[src/imu_rfc_pkg.sv]
// imu_rfc_pkg: shared types and constants for the IMU response frame checker.
// No dependencies; imported by every module of the block.
package imu_rfc_pkg;

   localparam int BYTE_W  = 8;
   localparam int LEN_W   = 5;
   localparam int WORD_W  = 16;
   localparam int INDEX_W = 4;

   // shortest frame that carries a checksum: header plus two checksum bytes
   localparam logic [LEN_W-1:0] LEN_MIN = LEN_W'(3);

   localparam logic KIND_WORD    = 1'b0;
   localparam logic KIND_VERDICT = 1'b1;

   typedef struct packed {
      logic               kind;
      logic [WORD_W-1:0]  word_value;
      logic [INDEX_W-1:0] word_index;
      logic [BYTE_W-1:0]  header_value;
      logic               checksum_ok;
      logic               last;
   } rsp_type;

endpackage

[src/imu_rfc_frame.sv]
// imu_rfc_frame: frame position tracking, word assembly and checksum compare.
// Depends on imu_rfc_pkg; produces at most one result per accepted byte.
module imu_rfc_frame
   import imu_rfc_pkg::*;
#(
   parameter int MAX_FRAME_BYTES = 23
) (
   input  logic              clock,
   input  logic              reset,
   input  logic              step,
   input  logic [BYTE_W-1:0] data_byte,
   input  logic [LEN_W-1:0]  frame_length,
   output logic              res_valid,
   output rsp_type           res
);

   logic [LEN_W-1:0]   pos_ff, pos_in;
   logic [LEN_W-1:0]   len_ff, len_in;
   logic [WORD_W-1:0]  sum_ff, sum_in;
   logic [BYTE_W-1:0]  held_ff, held_in;
   logic [BYTE_W-1:0]  hdr_ff, hdr_in;
   logic [INDEX_W-1:0] wc_ff, wc_in;

   logic [LEN_W:0]    pos_ext, len_ext;
   logic [WORD_W-1:0] assembled;
   logic              len_valid;

   assign pos_ext   = {1'b0, pos_ff};
   assign len_ext   = {1'b0, len_ff};
   assign assembled = {held_ff, data_byte};
   assign len_valid = (len_ff >= LEN_MIN) && (len_ext <= (LEN_W+1)'(MAX_FRAME_BYTES))
                      && len_ff[0];

   always_comb begin
      pos_in    = pos_ff;
      len_in    = len_ff;
      sum_in    = sum_ff;
      held_in   = held_ff;
      hdr_in    = hdr_ff;
      wc_in     = wc_ff;
      res_valid = 1'b0;
      res.kind         = KIND_WORD;
      res.word_value   = assembled;
      res.word_index   = wc_ff;
      res.header_value = hdr_ff;
      res.checksum_ok  = 1'b0;
      res.last         = 1'b0;
      if (pos_ff == '0) begin
         len_in  = frame_length;
         hdr_in  = data_byte;
         sum_in  = {{(WORD_W-BYTE_W){1'b0}}, data_byte};
         held_in = '0;
         wc_in   = '0;
         res.header_value = data_byte;
         if (frame_length < LEN_MIN) begin
            // header alone closes a too-short frame
            res_valid        = 1'b1;
            res.kind         = KIND_VERDICT;
            res.word_value   = '0;
            res.word_index   = '0;
            res.last         = 1'b1;
            pos_in           = '0;
         end else begin
            pos_in = LEN_W'(1);
         end
      end else if (pos_ext + (LEN_W+1)'(1) >= len_ext) begin
         res_valid       = 1'b1;
         res.kind        = KIND_VERDICT;
         res.checksum_ok = len_valid && (assembled == sum_ff);
         res.last        = 1'b1;
         pos_in          = '0;
      end else begin
         pos_in = pos_ff + LEN_W'(1);
         if (pos_ext + (LEN_W+1)'(2) == len_ext) begin
            held_in = data_byte;
         end else if (pos_ff[0]) begin
            held_in = data_byte;
         end else begin
            res_valid = 1'b1;
            sum_in    = sum_ff + assembled;
            wc_in     = wc_ff + INDEX_W'(1);
         end
      end
   end

   always_ff @(posedge clock) begin
      if (reset) begin
         pos_ff  <= '0;
         len_ff  <= '0;
         sum_ff  <= '0;
         held_ff <= '0;
         hdr_ff  <= '0;
         wc_ff   <= '0;
      end else if (step) begin
         pos_ff  <= pos_in;
         len_ff  <= len_in;
         sum_ff  <= sum_in;
         held_ff <= held_in;
         hdr_ff  <= hdr_in;
         wc_ff   <= wc_in;
      end
   end

endmodule

[config.mk]
export PLATFORM = sky130hd
export DESIGN_NAME = imu_rfc_frame
export DESIGN_NICKNAME = d
export VERILOG_FILES = /design/src/imu_rfc_pkg.sv /design/src/imu_rfc_frame.sv
export SDC_FILE = /design/constraint.sdc
export NUM_CORES = 1
export LEC_CHECK = 0
export BUFFER_PORTS_ARGS = -buffer_cell sky130_fd_sc_hd__buf_2
export CAP_MARGIN = 25
export CORE_ASPECT_RATIO = 0.9
export CORE_MARGIN = 2
export CORE_UTILIZATION = 40
export DETAILED_ROUTE_END_ITERATION = 12
export GPL_TIMING_DRIVEN = 0
export SLEW_MARGIN = 20
export SYNTH_ARGS = -nofsm -noshare
export SYNTH_HDL_FRONTEND = slang
export SYNTH_SLANG_ARGS = --single-unit
[constraint.sdc]
create_clock -name clock -period 3.25 [get_ports clock]
set_clock_uncertainty 0.15 [all_clocks]
set_input_delay 0.8125 -clock clock [delete_from_list [all_inputs] [get_ports clock]]
set_output_delay 0.8125 -clock clock [all_outputs]
set_load 0.02 [all_outputs]
# Yosys cells after proc, flatten, opt, wreduce, memory -nomap -nowiden
# Index checks and enable logic that the tools add are counted.
[totals]
wordCells = 55
latch_bits = 0
inputBits = 16
out_inout_bits = 32
ff_bits = 46
memories = 0
rom_bits = 0
ram_bits = 0
[classes]
bitwise_logic = 0
n_mux = 27
shifts = 0
magnitude_cmp = 4
n_eq_ne = 5
mul = 0
n_reduce_logical = 8
add_sub_neg = 5
div = 0
[ops]
columns = ["cell", "count"]
rows = [
  ["$mux W16", 4],
  ["$mux W8", 4],
  ["$mux W28", 1],
  ["$mux W21", 1],
  ["$add A16 B16 Y16", 1],
  ["$eq A16 B16 Y1", 1],
  ["$mux W4", 4],
  ["$mux W1", 10],
  ["$mux W5", 2],
  ["$add A5 B1 Y6 const B", 1],
  ["$add A5 B2 Y6 const B", 1],
  ["$eq A6 B5 Y1", 1],
  ["$ge A6 B5 Y1", 1],
  ["$add A5 B1 Y5 const B", 1],
  ["$ge A5 B2 Y1 const B", 1],
  ["$le A5 B5 Y1 const B", 1],
  ["$logic_not A5 Y1", 1],
  ["$lt A5 B2 Y1 const B", 1],
  ["$add A4 B1 Y4 const B", 1],
  ["$ne A2 B2 Y1 const B", 2],
  ["$reduce_and A4 Y1", 1],
  ["$logic_and A1 B1 Y1", 3],
  ["$reduce_and A3 Y1", 1],
  ["$reduce_bool A3 Y1", 1],
  ["3 further kinds", 3],
]

# Depth between registers and ports, before layout
# Gate-level depths: netlist (run 1).
[logic_depth]
word_depth = 6
depth_mapped = 10
depth_no_buf = 9

# Worst setup path after synthesis (run 1)
# No wires, ideal clock.
[synth_timing]
path_type = "register -> output"
start = "reg pos_ff[0]"
end = "out res[1] in the netlist's numbering"
arrival_ns = 2.604
n_path_buf = 0
t_required_ns = 2.288
slack_ns = -0.317
stages_incl_launch_ff = 9
cell_sequence = "dfxtp_1 > ha_1 > nand3_1 > xnor2_1 > ha_1 > nand2_1 > o211a_1 > or2_2 > nor4_1"
[synth_lines]
columns = ["item", "line_no", "rtl"]
rows = [
  ["start, declared", "imu_rfc_frame.sv:17", "logic [LEN_W-1:0] pos_ff, pos_in;"],
  ["start signal, assigned", "imu_rfc_frame.sv:95", "pos_ff <= pos_in;"],
  ["end, declared", "imu_rfc_frame.sv:14", "output rsp_type res"],
]

==> run summary, run 1 <==
Post-synth EDFFs: 0
Worst setup SP type: flop
Die Ht: 89.61 µm
Dpl ws: -0.4303 ns
Period utilization: 103.4%
Ports: 48
Commonest non-fill, non-tap cells in the layout: 71 x nand2_1, 45 x buf_2, 43 x dfxtp_1
Total die area: 8881 µm²
Commonest non-fill, non-tap cell in the layout: nand2_1
Power Total: 1581 µW
Max-slew violation count: 0
Share of cells above drive strength 1: 23.68%
Seq/Total Area, Yosys: 28.28%
Share of flip-flops with an asynchronous set or reset: 0%
Routability cong.: 0.9158
Ys Warns: 0
CTS clk-pin slew, worst paths: 0.10 ns
Clock sink count: 46
Final net count: 513
Initial antenna violation count: 0
Routed Antenna Nets: 0
Max-Cap Viols: 0
CTS root buf: clkbuf_8
Slew HR: 47.99%
Hold Vio Cnt, Final: 0
Syn Inst Count: 408
Number of synthesized register bits: 46
Pre-antenna DRT Iters: 5
# rows: 31
Reg2reg setup slack: 0.28 ns
Critical Path Sink Type: output pin
TritonCTS clock tree: yes
Dominant synthesized flop cell: dfxtp_1
Required @ worst endpoint: 2.29 ns
Setup ws final: -0.1113 ns
IO Port Bufs: 46
Max Freq: 297.5 MHz
Gr ovfl total: 0
Area grow syn2layout: 22.40%
First-pass GRT wire length: 16050 µm
Status: complete, but fails checks
Ranking of synthesized cells by area: dfxtp_1 28%, ha_1 9.2%, nand2_1 8.4%
Worst-case clock buffer depth: 2
Synth Net Count: 449
Mean post-synth cell area: 7.983 µm²
Critical path class: flop to output pin
Synth Cell Area: 3257 µm²
Static Leak: 0.001650 µW
Largest net degree at the start of global routing: 15
Initial Util: 40.76%
Min cycle time layout: 3.361 ns
Post-synth top area share: 28.28%
Via-per-instance ratio: 5.696
Antenna diodes: 0
Post-DP HPWL: 7460 µm
DRC: 0
Hold Crit Class: flop to flop
Routed length per instance: 17.56 µm
Via count: 3258
Power density over cell area: 396.6 nW/µm²
Failing checks: negative setup slack
IR Drop Worst-Case VDD: 242.7 µV
CP max FO: 5
H-Tree Depth: 2
Post-synthesis cell type count: 71
1st-iter DRT viols: 157
Gr usage total: 22.89%
Clock latency reported for the late side of the worst-skew pair: 0.32 ns
Die Width: 99.12 µm
CP Data Arrival Time: 2.40 ns
CORE AREA: 7990 µm²
Vias in the first global route: 3121
Area leader, netlist: dfxtp_1
RSZ-0062 raised after global routing: true
Final wirelength: 10040 µm
CTS buffer count: 5
Setup-failing EPs final: 4
Worst slew pin tran: 0.7767 ns
## cells by family after synthesis
family / share of synthesized area [%]
AOI/OAI and AO/OA: 24.01
xor gates and xnor gates: 4.533
adders and majority gates: 9.835
buffers and inverters: 5.032
DFF: 28.27
and+or+nand+nor: 28.31
## path summary, 6_finish.rpt
kind / start / end / cells past startpoint
hold reg to reg: hdr_ff[5] / hdr_ff[5] / 2
setup / recovery: pos_ff[1] / res[30] / 10
hold / removal: hdr_ff[5] / hdr_ff[5] / 2
setup reg to reg: pos_ff[1] / sum_ff[7] / 11
## area by class of cell
class / instances / area, µm²
Clock inverter: 2 / 37.54
Tap cell: 99 / 123.9
Sequential cell: 46 / 929.6
Buffer: 20 / 118.9
Multi-Input combinational cell: 328 / 2323
Clock buffer: 6 / 72.57
Timing Repair Buffer: 57 / 327.8
Inverter: 14 / 52.55
Fill cell: 774 / 4004
## repair_timing
action	CTS	global route
hold buffers	0	0
pin swaps	7	1
buffers inserted	11	0
endpoints found under the setup margin	36	12
resized for setup	33	5
## registers in the layout (all words and copies together), names as in the netlist
| register | flops |
|---|---|
| len_ff | 5 |
| pos_ff | 5 |
| sum_ff | 16 |
| hdr_ff | 8 |
| wc_ff | 4 |
| held_ff | 8 |
## synth_stat cells, types with 3 or more instances
| cell | instances |
|---|---|
| ha_1 | 24 |
| inv_1 | 14 |
| nor2_1 | 23 |
| nand3_1 | 14 |
| nand2_1 | 73 |
| a21o_1 | 3 |
| o21ai_0 | 9 |
| and2_1 | 20 |
| xor2_1 | 7 |
| clkbuf_1 | 12 |
| a311oi_1 | 4 |
| nand3b_1 | 11 |
| dfxtp_1 | 46 |
| nand2b_1 | 4 |
| a22oi_1 | 4 |
| o31ai_1 | 3 |
| xnor2_1 | 8 |
| a31oi_1 | 6 |
| buf_6 | 4 |
| or2_2 | 4 |
| nor3b_1 | 3 |
| o21a_1 | 3 |
| a211oi_1 | 6 |
| o211ai_1 | 4 |
| nor3_1 | 6 |
| a21oi_1 | 36 |
| nor4_1 | 6 |
## metal layers
layer / part of all wire [%] / global-route usage (%) / wire length (µm) / vias to the layer above
li1: - / - / - / 1596
met2: 46 / 39.13 / 4613 / 99
met1: 47 / 30.99 / 4694 / 1548
met4: 1.4 / 5.604 / 137 / 0
met3: 6.0 / 3.096 / 598 / 15
met5: 0 / 0 / 0 / -
## per-stage QoR
| step | utilization (%) | instances | instance area, µm² | hold slack [ns] | setup TNS, ns |
|---|---|---|---|---|---|
| after floorplan | - | 408 | 3272 | 0.2866 | 0 |
| after global placement | 45.38 | 553 | 3626 | 0.2922 | -9.730 |
| after detailed placement | 45.38 | 553 | 3626 | 0.3053 | -9.105 |
| after CTS | 49.80 | 572 | 3979 | 0.3199 | -0.1743 |
| after global routing | 49.89 | 572 | 3986 | 0.3364 | -0.6189 |
| final | 49.89 | 572 | 3986 | 0.3135 | -0.2572 |
## critical path: stages, from the launching register on
cell and delay, ns:
dfxtp_4 0.39, ha_4 0.18, xor2_1 0.14, ha_1 0.31
a21o_1 0.22, a31oi_4 0.17, o211a_1 0.18, or2_4 0.15
nand2_2 0.07, buf_6 0.15, buf_6 0.12
## where the power goes
group	internal [µW]	switching, µW	total [µW]
sequential	594	25.4	619
combinational	205	314	519
clock	230	213	443
No activity file was read; power rests on OpenSTA's default activity.
==> run 2: changes to the inputs <==
==> constraint.sdc (replaced) <==
create_clock -name clock -period 3.83 [get_ports clock]
set_clock_uncertainty 0.15 [all_clocks]
set_input_delay 0.9575 -clock clock [delete_from_list [all_inputs] [get_ports clock]]
set_output_delay 0.9575 -clock clock [all_outputs]
set_load 0.02 [all_outputs]
==> run 2 against run 1 <==
The flow now finishes without violations. Non-clock buffer count decreased by 8. First-iteration DRC count shrank 34%. Clock power down 28%. Sequential power shrank 15%. Utilization fell by 2.6 points. Die area unchanged. Register-to-register slack better by 0.65 ns. Wire length fell by 5.8%. Cell area shrank 5.1%. Setup slack improved by 0.16 ns. Combinational power shrank 24%. Sequential share of layout area rose by 1.2 points.
==> run summary, run 2 (synthesis results as in run 1) <==
Status: completed (was complete, but fails checks)
Number of flip-flops in the largest register: 16 (unchanged)
Largest net degree at the start of global routing: 14 (was 15)
Max-Cap Viols: 0 (unchanged)
Period utilization: 98.78%
Antenna diodes: 0 (unchanged)
Post-DP HPWL: 7240 µm (was 7460 µm)
Clock latency reported for the late side of the worst-skew pair: 0.30 ns (was 0.32 ns)
CTS root buf: clkbuf_8 (unchanged)
Hold path depth: 2 (unchanged)
Setup-failing EPs final: 0 (was 4)
Buf+Inv Stages, Crit Path: 2 (unchanged)
Reg2reg setup slack: 0.93 ns (was 0.28 ns)
Util after Layout: 47.32% (was 49.89%)
Worst-case clock buffer depth: 2 (unchanged)
CP max FO: 7 (was 5)
Initial Util: 40.76% (unchanged)
Via-per-instance ratio: 5.598 (was 5.696)
RSZ-0062 raised after global routing: false (was true)
CORE AREA: 7990 µm² (unchanged)
CTS buffer count: 5 (unchanged)
Area grow syn2layout: 16.10% (was 22.40%)
Slowest CP cell: nor4_1 (was dfxtp_4)
Max Freq: 264.3 MHz
Total die area: 8881 µm² (unchanged)
Final net count: 505 (was 513)
Top reg by flops: sum_ff (unchanged)
Slew HR: 46.79% (was 47.99%)
Commonest non-fill, non-tap cell in the layout: nand2_1 (unchanged)
Initial antenna violation count: 0 (unchanged)
Hold Crit Class: flop to flop (unchanged)
Routed length per instance: 16.78 µm (was 17.56 µm)
Final wirelength: 9466 µm (was 10040 µm)
Via count: 3157 (was 3258)
Critical Path Sink Type: output pin (unchanged)
Worst setup SP type: primary input (was flop)
Hold Vio Cnt, Final: 0 (unchanged)
Hold Path Sink: hdr_ff[5] (unchanged)
# rows: 31 (unchanged)
Worst r2r dst: sum_ff[15] (was sum_ff[7])
Min cycle time layout: 3.783 ns
Max-slew violation count: 0 (unchanged)
Commonest non-fill, non-tap cells in the layout: 73 x nand2_1, 47 x buf_2, 44 x dfxtp_1 (was 71 x nand2_1, 45 x buf_2, 43 x dfxtp_1)
DRC: 0 (unchanged)
Routability cong.: 0.8979 (was 0.9158)
1st-iter DRT viols: 103 (was 157)
TritonCTS clock tree: yes (unchanged)
H-Tree Depth: 2 (unchanged)
Worst reg2reg path depth: 9 (was 11)
Clock sink count: 46 (unchanged)
Hold buffers post-CTS: 0 (unchanged)
Worst Hold Launch: hdr_ff[5] (unchanged)
Critical Path, Cell by Cell: buf_2 > ha_1 > nor4_1 > o2111ai_1 > nor4_4 > buf_4 (was ha_4 > xor2_1 > ha_1 > a21o_1 > a31oi_4 > o211a_1 > or2_4 > nand2_2 > buf_6 > buf_6)
Routed Antenna Nets: 0 (unchanged)
Worst slew pin tran: 0.7879 ns (was 0.7767 ns)
Die Ht: 89.61 µm (unchanged)
Share of cells above drive strength 1: 20.00% (was 23.68%)
Required @ worst endpoint: 2.72 ns (was 2.29 ns)
Critical path class: primary input to output pin (was flop to output pin)
Power density over cell area: 327.0 nW/µm² (was 396.6 nW/µm²)
Top flop regs: sum_ff: 16 flops, hdr_ff: 8 flops, held_ff: 8 flops (unchanged)
Ports: 48 (unchanged)
Largest delay share family, worst path: simple AND/OR/NAND/NOR gates (was compound AO/OA/AOI/OAI gates)
Pre-antenna DRT Iters: 4 (was 5)
IO Port Bufs: 46 (unchanged)
Gr usage total: 21.77% (was 22.89%)
Die Width: 99.12 µm (unchanged)
CP Data Arrival Time: 2.68 ns (was 2.40 ns)
Static Leak: 0.001584 µW (was 0.001650 µW)
Vias in the first global route: 2939 (was 3121)
Worst R2R Start: pos_ff[0] (was pos_ff[1])
Dpl ws: -0.06934 ns (was -0.4303 ns)
Gr ovfl total: 0 (unchanged)
Setup ws final: 0.04676 ns (was -0.1113 ns)
First-pass GRT wire length: 14970 µm (was 16050 µm)
Delay of the slowest cell on the worst path: 0.43 ns (was 0.39 ns)
IR Drop Worst-Case VDD: 240.2 µV (was 242.7 µV)
CTS clk-pin slew, worst paths: 0.09 ns (was 0.10 ns)
[run 2: cell count changes in the layout (fill, tap and decap cells not counted), moves of 2 or more]
| cell | delta |
|---|---|
| nor4_4 | -3 |
| nor4_1 | +3 |
| buf_4 | -7 |
| buf_6 | -3 |
| nand2_2 | -2 |
| buf_2 | +2 |
| nand2_1 | +2 |
[run 2: cell type report]
type | count | area [µm²]
inverter | 14 | 52.55
buffer | 20 | 111.4
clock buffer | 7 | 86.33
timing repair buffer | 49 | 255.2
multi-input combinational | 328 | 2218
clock inverter | 1 | 5.005
sequential | 46 | 928.4
fill | 825 | 4209
tap | 99 | 123.9
[run 2: worst max path at each step]
stage          endpoint  depth (start not counted)            start  slack [ns]
6_report         res[1]                          6     data_byte[6]        0.05
5_1_grt          res[1]                          6     data_byte[6]       0.006
4_1_cts          res[1]                          9        pos_ff[0]        0.01
3_5_place_dp    res[30]                          7  frame_length[1]       -0.07
3_3_place_gp    res[30]                          7  frame_length[1]       -0.34
2_1_floorplan    res[1]                          8        pos_ff[0]        0.12
[run 2: stage by stage]
step | power (µW) | instances | TNS (ns) | cell area, µm² | hold slack [ns]
finish | 1236 | 564 | 0 | 3781 | 0.3126
CTS | 1236 | 561 | 0 | 3722 | 0.3127
detailed placement | 916.1 | 553 | -0.5687 | 3612 | 0.2988
floorplan | 805.6 | 408 | 0 | 3257 | 0.2866
global route | 1309 | 564 | 0 | 3781 | 0.3374
global placement | 912.2 | 553 | -6.025 | 3611 | 0.2929
[run 2: where the power goes]
part           total [µW]  internal (µW)  switching (µW)
combinational         396            149             247
clock                 317            146             171
sequential            524            504            20.1
[run 2: metal layers]
layer	wire length, µm	vias to the layer above	share of wire [%]	track usage (%)
met1	4738	1475	50	31.05
met3	520	15	5.5	4.102
li1	-	1581	-	-
met2	4034	86	43	33.97
met5	0	-	0	0
met4	172	0	1.8	5.978
[run 2: tightest hold or removal path: stages, from the launching register on]
cell and delay, ns:
dfxtp_1 0.32, nand2_1 0.05, a21oi_1 0.05
[run 2: timing repair]
| item | 4_1_cts | 5_1_grt |
|---|---|---|
| pin swaps | 1 | 1 |
| gates resized for setup | 6 | 8 |
| buffers inserted | 0 | 3 |
| endpoints found under the setup margin | 22 | 4 |
| cloned | 0 | 0 |
==> run 3: changes to the inputs <==
--- a/config.mk
+++ b/config.mk
@@ -8,7 +8,6 @@
 export BUFFER_PORTS_ARGS = -buffer_cell sky130_fd_sc_hd__buf_2
 export CAP_MARGIN = 25
 export CORE_ASPECT_RATIO = 0.9
-export CORE_MARGIN = 2
 export CORE_UTILIZATION = 40
 export DETAILED_ROUTE_END_ITERATION = 12
 export GPL_TIMING_DRIVEN = 0
==> constraint.sdc (replaced) <==
create_clock -name clock -period 4.7 [get_ports clock]
set_clock_uncertainty 0.15 [all_clocks]
set_input_delay 1.175 -clock clock [delete_from_list [all_inputs] [get_ports clock]]
set_output_delay 1.175 -clock clock [all_outputs]
set_load 0.02 [all_outputs]
==> run 3 against run 2 <==
Utilization rose by 1.4 points. Cell area shrank 0.79%. Clock-buffer cell count is 1 lower. Via count decreased by 0.25%. Setup slack better by 0.19 ns. Total power shrank 9.6%. Global-route usage up 1.3 points. Non-clock buffer count decreased by 3. Critical path type unchanged.
==> run summary, run 3 (synthesis results as in run 1) <==
CP Data Arrival Time: 3.14 ns (was 2.68 ns)
Gr usage total: 23.07% (was 21.77%)
First-pass GRT wire length: 15470 µm (was 14970 µm)
Die Ht: 87.61 µm (was 89.61 µm)
1st-iter DRT viols: 187 (was 103)
Slowest CP cell: a2111oi_1 (was nor4_1)
Final net count: 502 (was 505)
Top reg by flops: sum_ff (unchanged)
Status: completed (unchanged)
Routed length per instance: 17.14 µm (was 16.78 µm)
H-Tree Depth: 2 (unchanged)
Hold Vio Cnt, Final: 0 (unchanged)
Total die area: 8508 µm² (was 8881 µm²)
Die Width: 97.12 µm (was 99.12 µm)
CP max FO: 10 (was 7)
Footprint of the multi-input gates: 2173 µm² (was 2218 µm²)
Worst slew pin tran: 1.025 ns (was 0.7879 ns)
CTS buffer count: 5 (unchanged)
Final wirelength: 9565 µm (was 9466 µm)
CTS resizes: 0 (was 6)
Largest net degree at the start of global routing: 15 (was 14)
Routed Antenna Nets: 0 (unchanged)
Max-slew violation count: 0 (unchanged)
Required @ worst endpoint: 3.38 ns (was 2.72 ns)
Worst-case clock buffer depth: 2 (unchanged)
Worst setup SP type: primary input (unchanged)
# fillers: 805 (was 825)
IR Drop Worst-Case VDD: 134.4 µV (was 240.2 µV)
Top flop regs: sum_ff: 16 flops, hdr_ff: 8 flops, held_ff: 8 flops (unchanged)
Cell Area, Placed: 3608 µm² (was 3612 µm²)
Antenna diodes: 0 (unchanged)
Critical Path Sink Type: output pin (unchanged)
CTS root buf: clkbuf_8 (unchanged)
Initial Util: 42.33% (was 40.76%)
CTS clk-pin slew, worst paths: 0.09 ns (about the same)
Setup-failing EPs final: 0 (unchanged)
Clock sink count: 46 (unchanged)
# rows: 30 (was 31)
Via-per-instance ratio: 5.643 (was 5.598)
Initial antenna violation count: 0 (unchanged)
Min cycle time layout: 4.461 ns
Power Total: 1117 µW (was 1236 µW)
Period utilization: 94.91%
Power density over cell area: 297.9 nW/µm² (was 327.0 nW/µm²)
Post-DP HPWL: 7330 µm (was 7240 µm)
TritonCTS clock tree: yes (unchanged)
Area grow syn2layout: 15.17% (was 16.10%)
Commonest non-fill, non-tap cells in the layout: 73 x nand2_1, 47 x buf_2, 46 x dfxtp_1 (was 73 x nand2_1, 47 x buf_2, 44 x dfxtp_1)
Dpl ws: 0.2563 ns (was -0.06934 ns)
Finished Cell Area: 3751 µm² (was 3781 µm²)
Routability cong.: 0.8508 (was 0.8979)
Slew HR: 31.46% (was 46.79%)
Clock latency reported for the late side of the worst-skew pair: 0.31 ns (was 0.30 ns)
Pre-antenna DRT Iters: 5 (was 4)
FF/Latch Area: 920.9 µm² (was 928.4 µm²)
Vias in the first global route: 3044 (was 2939)
Setup ws final: 0.2392 ns (was 0.04676 ns)
Share of cells above drive strength 1: 17.97% (was 20.00%)
Gr ovfl total: 0 (unchanged)
DRC: 0 (unchanged)
Ports: 48 (unchanged)
Post-CTS Setup Bufs: 0 (unchanged)
Max Freq: 224.2 MHz
Static Leak: 0.001592 µW (was 0.001584 µW)
Via count: 3149 (was 3157)
Max-Cap Viols: 0 (unchanged)
Hold Crit Class: flop to flop (unchanged)
Hold buffers post-CTS: 0 (unchanged)
RSZ-0062 raised after global routing: false (unchanged)
Critical path class: primary input to output pin (unchanged)
CORE AREA: 7695 µm² (was 7990 µm²)
Number of flip-flops in the largest register: 16 (unchanged)
Commonest non-fill, non-tap cell in the layout: nand2_1 (unchanged)
Setup_tns: 0 ns (unchanged)
Critical Path, Cell by Cell: buf_2 > a2111oi_1 > nand2_1 > clkbuf_1 > nand2_1 > buf_4 > buf_2 (was buf_2 > ha_1 > nor4_1 > o2111ai_1 > nor4_4 > buf_4)
IO Port Bufs: 46 (unchanged)
Delay of the slowest cell on the worst path: 0.92 ns (was 0.43 ns)
-- run 3: worst paths after layout --
check | startpoint | endpoint | slack (ns) | cells past startpoint
max | frame_length[1] | res[30] | 0.24 | 7
min | hdr_ff[0] | hdr_ff[0] | 0.31 | 2
min reg2reg | hdr_ff[0] | hdr_ff[0] | 0.31 | 2
max reg2reg | pos_ff[0] | sum_ff[15] | 1.36 | 9
-- run 3: critical path, delay by kind of cell --
kind / cells / cell delay [ns]
compound gates: 1 / 0.92
buf+inv: 4 / 0.67
simple gates: 2 / 0.37
-- run 3: stage by stage --
| stage | instances | hold WS (ns) | utilization [%] |
|---|---|---|---|
| after global routing | 558 | 0.3310 | 48.75 |
| final | 558 | 0.3104 | 48.75 |
| after detailed placement | 550 | 0.2981 | 46.89 |
| after CTS | 558 | 0.3123 | 48.75 |
| after floorplan | 408 | 0.2866 | - |
| after global placement | 550 | 0.2928 | 46.88 |
-- run 3: power by group --
group          internal [µW]  switching, µW
sequential               411           16.9
clock                    227            148
combinational            116            199
total                    754            363
-- run 3: cell type report --
| class | instances | share of cell area, % |
|---|---|---|
| buffer | 20 | 2.969 |
| clock buffer | 6 | 2.201 |
| clock inverter | 2 | 1.601 |
| inverter | 14 | 1.401 |
| multi-input combinational | 328 | 57.94 |
| sequential | 46 | 24.55 |
| tap | 96 | 3.202 |
| timing repair buffer | 46 | 6.137 |
-- run 3: layer usage --
layer  GRT usage (%)  vias to the layer above  share of wire [%]  wire, µm
li1                -                     1579                  -         -
met1           31.74                     1466                 50      4822
met2           37.84                       95                 44      4212
met3           3.352                        9                4.4       417
met4           6.920                        0                1.2       113
met5               0                        -                  0         0
